--- src/hw/rtl/mctr_pkg.sv ---
`timescale 1ns / 1ps
// ---------------------------------------------------------------------------
// mctr_pkg
// Shared constants and types of the mouse counter to cell tracker.
// ---------------------------------------------------------------------------
package mctr_pkg;

  // Scales are powers of two; the cell index is a plain shift of the position.
  localparam int X_SHIFT = 2;
  localparam int Y_SHIFT = 3;
  localparam int X_SCALE = 1 << X_SHIFT;
  localparam int Y_SCALE = 1 << Y_SHIFT;

  localparam int CNT_W   = 8;
  localparam int COLS_W  = 8;
  localparam int ROWS_W  = 7;
  localparam int COL_W   = 7;
  localparam int ROW_W   = 6;
  localparam int WHEEL_W = 4;
  localparam int WCHG_W  = 8;

  localparam int COLS_MAX = 128;
  localparam int ROWS_MAX = 64;
  localparam int COLS_RESET = 80;
  localparam int ROWS_RESET = 25;

  localparam int POS_X_W = $clog2((COLS_MAX - 1) * X_SCALE + 1);
  localparam int POS_Y_W = $clog2((ROWS_MAX - 1) * Y_SCALE + 1);

  localparam int IN_DATA_W  = 24;
  localparam int OUT_DATA_W = 24;
  localparam int CFG_IDX_W  = 1;
  localparam int CFG_DATA_W = 8;

  // Register indexes
  localparam logic [CFG_IDX_W-1:0] REG_COLUMNS = 1'd0;
  localparam logic [CFG_IDX_W-1:0] REG_ROWS    = 1'd1;

  localparam logic [POS_X_W-1:0] POS_X_RESET = POS_X_W'((COLS_RESET / 2) * X_SCALE);
  localparam logic [POS_Y_W-1:0] POS_Y_RESET = POS_Y_W'((ROWS_RESET / 2) * Y_SCALE);

  typedef struct packed {
    logic [CNT_W-1:0]   prev_x;
    logic [CNT_W-1:0]   prev_y;
    logic               prev_left;
    logic [WHEEL_W-1:0] prev_wheel;
    logic [POS_X_W-1:0] pos_x;
    logic [POS_Y_W-1:0] pos_y;
    logic               seen;
  } trk_state_t;

  typedef struct packed {
    logic [CNT_W-1:0] counter_x;
    logic [CNT_W-1:0] counter_y;
    logic [CNT_W-1:0] button_byte;
  } trk_sample_t;

  typedef struct packed {
    logic [COL_W-1:0]  cell_col;
    logic [ROW_W-1:0]  cell_row;
    logic              left_click;
    logic              left_held;
    logic [WCHG_W-1:0] wheel_change;
    logic              moved;
  } trk_result_t;

endpackage

--- src/hw/rtl/mouse_counter_to_cell_tracker.sv ---
`timescale 1ns / 1ps
// ---------------------------------------------------------------------------
// mouse_counter_to_cell_tracker
// Turns polled 8-bit mouse counters and the button byte into a character
// cell position, left-button press edge and level, and wheel change.
// ---------------------------------------------------------------------------
// Each accepted word is one poll sample. It is registered, processed against
// the tracker state and placed in the output register, so the block takes
// one sample per clock while the output is not stalled; a sample's word is
// held in the sample register, and its result word enters the output register
// once that register is free, and a stalled output holds the input back.
// The first sample after reset only records the counters and centres the
// cursor on the screen given by the columns and rows registers. Write the
// registers only while no sample is in flight.
// ---------------------------------------------------------------------------
module mouse_counter_to_cell_tracker
  import mctr_pkg::*;
(
  input  logic                  clk,
  input  logic                  rst_n,
  // counter_x[7:0], counter_y[15:8], button_byte[23:16]
  input  logic [IN_DATA_W-1:0]  in_tdata,
  input  logic                  in_tvalid,
  output logic                  in_tready,
  // cell_col[6:0], cell_row[12:7], left_click[13], left_held[14],
  // wheel_change[22:15], moved[23]
  output logic [OUT_DATA_W-1:0] out_tdata,
  output logic                  out_tvalid,
  input  logic                  out_tready,
  input  logic                  cfg_we,
  input  logic [CFG_IDX_W-1:0]  cfg_index,
  input  logic [CFG_DATA_W-1:0] cfg_wdata
);

  logic [COLS_W-1:0] columns_r;
  logic [ROWS_W-1:0] rows_r;
  trk_state_t        state_r, state_nxt;
  trk_sample_t       sample_r;
  logic              s1_valid_r;
  trk_result_t       result, result_r;
  logic              out_valid_r;
  logic              advance;

  assign advance   = s1_valid_r & (~out_valid_r | out_tready);
  assign in_tready = ~s1_valid_r | advance;

  always_ff @(posedge clk) begin
    if (!rst_n) begin
      columns_r <= COLS_W'(COLS_RESET);
      rows_r    <= ROWS_W'(ROWS_RESET);
    end else if (cfg_we) begin
      case (cfg_index)
        REG_COLUMNS: columns_r <= cfg_wdata[COLS_W-1:0];
        REG_ROWS:    rows_r    <= cfg_wdata[ROWS_W-1:0];
        default: ;
      endcase
    end
  end

  mctr_core u_core (
    .state     (state_r),
    .sample    (sample_r),
    .columns   (columns_r),
    .rows      (rows_r),
    .state_nxt (state_nxt),
    .result    (result)
  );

  always_ff @(posedge clk) begin
    if (!rst_n) begin
      s1_valid_r  <= 1'b0;
      out_valid_r <= 1'b0;
      state_r     <= '{prev_x: '0, prev_y: '0, prev_left: 1'b1, prev_wheel: '0,
                      pos_x: POS_X_RESET, pos_y: POS_Y_RESET, seen: 1'b0};
    end else begin
      if (in_tready) s1_valid_r <= in_tvalid;
      if (advance) begin
        state_r     <= state_nxt;
        out_valid_r <= 1'b1;
      end else if (out_tready) begin
        out_valid_r <= 1'b0;
      end
    end
  end

  // first struct member sits in the top bits
  always_ff @(posedge clk) begin
    if (in_tready && in_tvalid) sample_r <= trk_sample_t'({in_tdata[7:0], in_tdata[15:8],
                                                           in_tdata[23:16]});
    if (advance) result_r <= result;
  end

  assign out_tvalid = out_valid_r;
  assign out_tdata  = {result_r.moved, result_r.wheel_change, result_r.left_held,
                       result_r.left_click, result_r.cell_row, result_r.cell_col};

endmodule

--- src/hw/rtl/mctr_core.sv ---
`timescale 1ns / 1ps
// ---------------------------------------------------------------------------
// mctr_core
// Per-sample datapath: counter deltas, position update and clamp, button
// edge and wheel change. Pure combinational; the caller holds the state.
// ---------------------------------------------------------------------------
module mctr_core
  import mctr_pkg::*;
(
  input  trk_state_t        state,
  input  trk_sample_t       sample,
  input  logic [COLS_W-1:0] columns,
  input  logic [ROWS_W-1:0] rows,
  output trk_state_t        state_nxt,
  output trk_result_t       result
);

  localparam int SX_W = POS_X_W + 2;
  localparam int SY_W = POS_Y_W + 2;

  logic [COLS_W-1:0]  cols_eff;
  logic [ROWS_W-1:0]  rows_eff;
  logic [POS_X_W-1:0] max_x, ctr_x, pos_x;
  logic [POS_Y_W-1:0] max_y, ctr_y, pos_y;
  logic [CNT_W-1:0]   dx, dy;
  logic signed [SX_W-1:0] sum_x;
  logic signed [SY_W-1:0] sum_y;
  logic               left_bit;
  logic [WHEEL_W-1:0] wheel, wdiff;
  logic [POS_X_W-1:0] col_full;
  logic [POS_Y_W-1:0] row_full;

  always_comb begin
    // out-of-range register values saturate
    if (columns == '0) cols_eff = COLS_W'(1);
    else if (columns > COLS_W'(COLS_MAX)) cols_eff = COLS_W'(COLS_MAX);
    else cols_eff = columns;
    if (rows == '0) rows_eff = ROWS_W'(1);
    else if (rows > ROWS_W'(ROWS_MAX)) rows_eff = ROWS_W'(ROWS_MAX);
    else rows_eff = rows;
  end

  assign max_x = POS_X_W'(cols_eff - COLS_W'(1)) << X_SHIFT;
  assign max_y = POS_Y_W'(rows_eff - ROWS_W'(1)) << Y_SHIFT;
  assign ctr_x = POS_X_W'(cols_eff >> 1) << X_SHIFT;
  assign ctr_y = POS_Y_W'(rows_eff >> 1) << Y_SHIFT;

  // wrapped 8-bit deltas; Y is inverted
  assign dx = sample.counter_x - state.prev_x;
  assign dy = state.prev_y - sample.counter_y;

  assign sum_x = $signed({2'b00, state.pos_x}) + $signed({{(SX_W-CNT_W){dx[CNT_W-1]}}, dx});
  assign sum_y = $signed({2'b00, state.pos_y}) + $signed({{(SY_W-CNT_W){dy[CNT_W-1]}}, dy});

  always_comb begin
    if (!state.seen) begin
      pos_x = ctr_x;
    end else if (sum_x < 0) begin
      pos_x = '0;
    end else if (sum_x > $signed({2'b00, max_x})) begin
      pos_x = max_x;
    end else begin
      pos_x = sum_x[POS_X_W-1:0];
    end
    if (!state.seen) begin
      pos_y = ctr_y;
    end else if (sum_y < 0) begin
      pos_y = '0;
    end else if (sum_y > $signed({2'b00, max_y})) begin
      pos_y = max_y;
    end else begin
      pos_y = sum_y[POS_Y_W-1:0];
    end
  end

  assign left_bit = sample.button_byte[0];
  assign wheel    = sample.button_byte[CNT_W-1 -: WHEEL_W];
  assign wdiff    = wheel - state.prev_wheel;

  assign col_full = pos_x >> X_SHIFT;
  assign row_full = pos_y >> Y_SHIFT;

  always_comb begin
    state_nxt.prev_x     = sample.counter_x;
    state_nxt.prev_y     = sample.counter_y;
    state_nxt.prev_left  = left_bit;
    state_nxt.prev_wheel = wheel;
    state_nxt.pos_x      = pos_x;
    state_nxt.pos_y      = pos_y;
    state_nxt.seen       = 1'b1;

    result.cell_col     = col_full[COL_W-1:0];
    result.cell_row     = row_full[ROW_W-1:0];
    result.left_click   = state.seen & state.prev_left & ~left_bit;
    result.left_held    = ~left_bit;
    // equal nibbles give a zero difference, so no separate compare
    result.wheel_change = state.seen ? {wdiff, {(WCHG_W-WHEEL_W){1'b0}}} : '0;
    result.moved        = state.seen & ((dx != '0) | (dy != '0));
  end

endmodule

--- config.mk ---
export PLATFORM = sky130hd
export DESIGN_NAME = mouse_counter_to_cell_tracker
export DESIGN_NICKNAME = d
export VERILOG_FILES = /design/src/hw/rtl/mctr_pkg.sv /design/src/hw/rtl/mouse_counter_to_cell_tracker.sv /design/src/hw/rtl/mctr_core.sv
export SDC_FILE = /design/constraint.sdc
export NUM_CORES = 1
export LEC_CHECK = 0
export BUFFER_PORTS_ARGS = -buffer_cell sky130_fd_sc_hd__buf_2
export CAP_MARGIN = 25
export CORE_MARGIN = 4
export CORE_UTILIZATION = 53
export DETAILED_ROUTE_END_ITERATION = 16
export PLACE_DENSITY = 0.76
export SYNTH_ARGS = -nofsm -noshare
export SYNTH_HDL_FRONTEND = slang
export SYNTH_SLANG_ARGS = --single-unit
--- constraint.sdc ---
create_clock -name clk -period 4.1 [get_ports clk]
set_input_delay 0 -clock clk [delete_from_list [all_inputs] [get_ports clk]]
set_output_delay 0 -clock clk [all_outputs]
set_load 0.01 [all_outputs]
==> qor.yml <==
reg2reg_depth: 21
crit_chain: "inv_1, ha_2, inv_2, fa_2, a21o_1, a21oi_2, xnor2_2, ha_4, nand3_2, o211ai_1, or2_4, xor2_2, ha_1, nand4_1, nor3b_2, a21oi_2, maj3_2, a311oi_4, buf_6, or3_4, o211ai_1"
cp-startpoint: "sample_r[16]$_DFFE_PP_"
grt_pass1_vias: 5514
overflow: 0
mostFrequentLayoutCells: "nand2_1, buf_4, dfxtp_1"
critPathBufInv: 3
synthToLayoutAreaGrowth_pct: 34.4
final_util_pct: 73.5
synth_edf_count: 41
rrSetupSlack_ns: -0.31
cts.sinks: 98
gp_congestion: 0.918
start_util_pct: 54.7
io_pins: 64
leakage_nw: 3.41
syn_area_um2: 6010
yosys_warnings: 0
rsz0062_at_grt: "yes"
core-area_um2: 11000
r2r-start: "sample_r[16]$_DFFE_PP_"
outcome: "finished with violations"
die_h_um: 114
ant_nets: 0
hold-path-endpoint: "columns_r[0]$_SDFFE_PN0P_"
multi_input_area_um2: 3770
yosysSeqAreaShare_pct: 39.5
cp_max_fo: 8
worstReg2RegEnd: "out_tdata[6]$_DFFE_PP_"
num_vias: 5464
first_iter_violations: 332
synthArstFlopShare_pct: 0
critical-path-top-delay-family: "adder cells"
vdd_drop_max_uv: 290
num_antenna_cells: 0
clockBufferDepth: 2
period_share_pct: 108
cap_violations: 0
path_clk_slew_ns: 0.07
crit_arrival_ns: 4.49
cts_tree: "done"
port_buffers: 56
dr.pass1.iters: 5
row_count: 38
total_power_mw: 3.52
cts_buffers: 9
grt_start_max_net_pins: 64
die_x_um: 114
min_delay_path_depth: 4
pwr_density_cell_nw_per_um2: 436
synth_area_per_cell_um2: 8.97
seqCellArea_um2: 2370
finalWorstSetupSlack_ns: -0.314
place_hpwl_mm: 10.5
synthDistinctLibCells: 64
setup_viol: 30
worstMarginPinSlew_ns: 0.965
fin_skew_ns: 0.00662
nets: 918
cp.depth: 21
worstHoldPathType: "primary input to flop"
synthCells: 670
hold_viol: 0
clock-root-buffer: "clkbuf_16"
avgViaCountPerCell: 5.64
critPathLaunchType: "flop"
maxSlewViolCount: 0
grt_pass1_wl_mm: 26.0
insertion_delay_ns: 0.36
fillCellCount: 758
drive_above_1_share_pct: 28.6
dieArea_um2: 13100
synth-main-ff-cell: "dfxtp_1"
crit_required_ns: 4.18
worstHoldStart: "cfg_index"
drt-wirelength-per-cell_um: 17.1
antenna_found_initial: 0
critPathMaxStageDelay_ns: 0.38
mostFrequentLayoutCell: "nand2_1"
period_minus_slack_ns: 4.41
worstSetupPathType: "flop to flop"
drc_errors: 0
grt_usage_pct: 24.8
violations: "negative setup slack"
slowest_stage: "edfxtp_1"
cts_max_level: 3
maxSlewHeadroom_pct: 35.6
max_freq_ghz: 0.227
wl_mm: 16.5
ys_seq_elements: 98
end_kind: "flop"
fin_setup_tns_ns: -6.55
[state kept, by name (all words and copies together) (netlist names)]
register	flops
state_r	40
sample_r	21
out_tdata	20
columns_r	8
rows_r	7
out_tvalid	1
s1_valid_r	1
[routing by layer]
metal / track usage [%] / up-vias / wire [um]
met4: 9.74 / 0 / 494
met2: 42.5 / 185 / 8450
met1: 30.4 / 2581 / 6660
met5: 0 / - / 0
met3: 5.07 / 43 / 921
li1: - / 2655 / -
[report_power, final]
group          switching (mW)  internal, mW
Sequential             0.0436          1.08
Clock                   0.400         0.480
Combinational           0.774         0.744
[cell usage after synthesis, types with 10 or more instances]
master | instances | area (um^2)
nand2_1 | 109 | 409
nor2b_1 | 13 | 81.3
xnor2_1 | 23 | 201
a31oi_1 | 10 | 62.6
o21ai_0 | 28 | 140
inv_1 | 52 | 195
ha_1 | 51 | 638
a21oi_1 | 30 | 150
clkbuf_1 | 19 | 71.3
nor2_1 | 34 | 128
dfxtp_1 | 57 | 1140
or3_1 | 12 | 75.1
edfxtp_1 | 41 | 1230
a21boi_0 | 32 | 240
nand3_1 | 24 | 120
[through the flow]
stage	instance area, um^2	hold slack [ns]	cells	worst slack, ns
2_1_floorplan	6050	0.0989	673	-0.0771
3_3_place_gp	6830	0.176	902	-0.156
3_5_place_dp	6830	0.179	902	-0.327
4_1_cts	7730	0.0477	958	-0.197
5_1_grt	8080	0.124	969	-0.501
6_report	8080	0.0514	969	-0.314
[worst min-delay path: cells and delay by family]
family,cells,cell delay (ns)
simple gates,2,0.19
buf+inv,1,0.10
compound gates,1,0.06
[how the worst max path moves through the flow]
stage,endpoint,slack [ns]
2_1_floorplan,out_tdata[4]$_DFFE_PP_,-0.08
3_3_place_gp,out_tdata[6]$_DFFE_PP_,-0.16
3_5_place_dp,out_tdata[6]$_DFFE_PP_,-0.33
4_1_cts,state_r[6]$_SDFFE_PN1P_,-0.20
5_1_grt,out_tdata[6]$_DFFE_PP_,-0.50
6_report,out_tdata[6]$_DFFE_PP_,-0.31
[cell families after synthesis]
group	after synthesis	share of synthesized area (%)
other	1	0.0624
and+or+nand+nor	242	19.1
DFF	98	39.5
muxes	4	0.687
adders and majority gates	57	12.4
AOI/OAI and AO/OA	156	18.2
xor gates and xnor gates	31	4.52
buffers and inverters	81	5.50
[layout make-up]
class | instances | area share, %
sequential | 98 | 29.4
multi-input combinational | 494 | 46.7
clock buffer | 9 | 2.79
clock inverter | 7 | 0.960
tap | 140 | 2.17
timing repair buffer | 168 | 15.6
inverter | 53 | 2.46
[repair_timing]
| item | CTS | global route |
|---|---|---|
| hold buffers | 31 | 1 |
| setup buffers | 9 | 8 |
| hold endpoints to repair | 38 | 2 |
| setup endpoints to repair | 31 | 31 |
| pin swaps | 34 | 32 |
| resized for setup | 50 | 40 |
No activity file was read; power rests on OpenSTA's default activity.
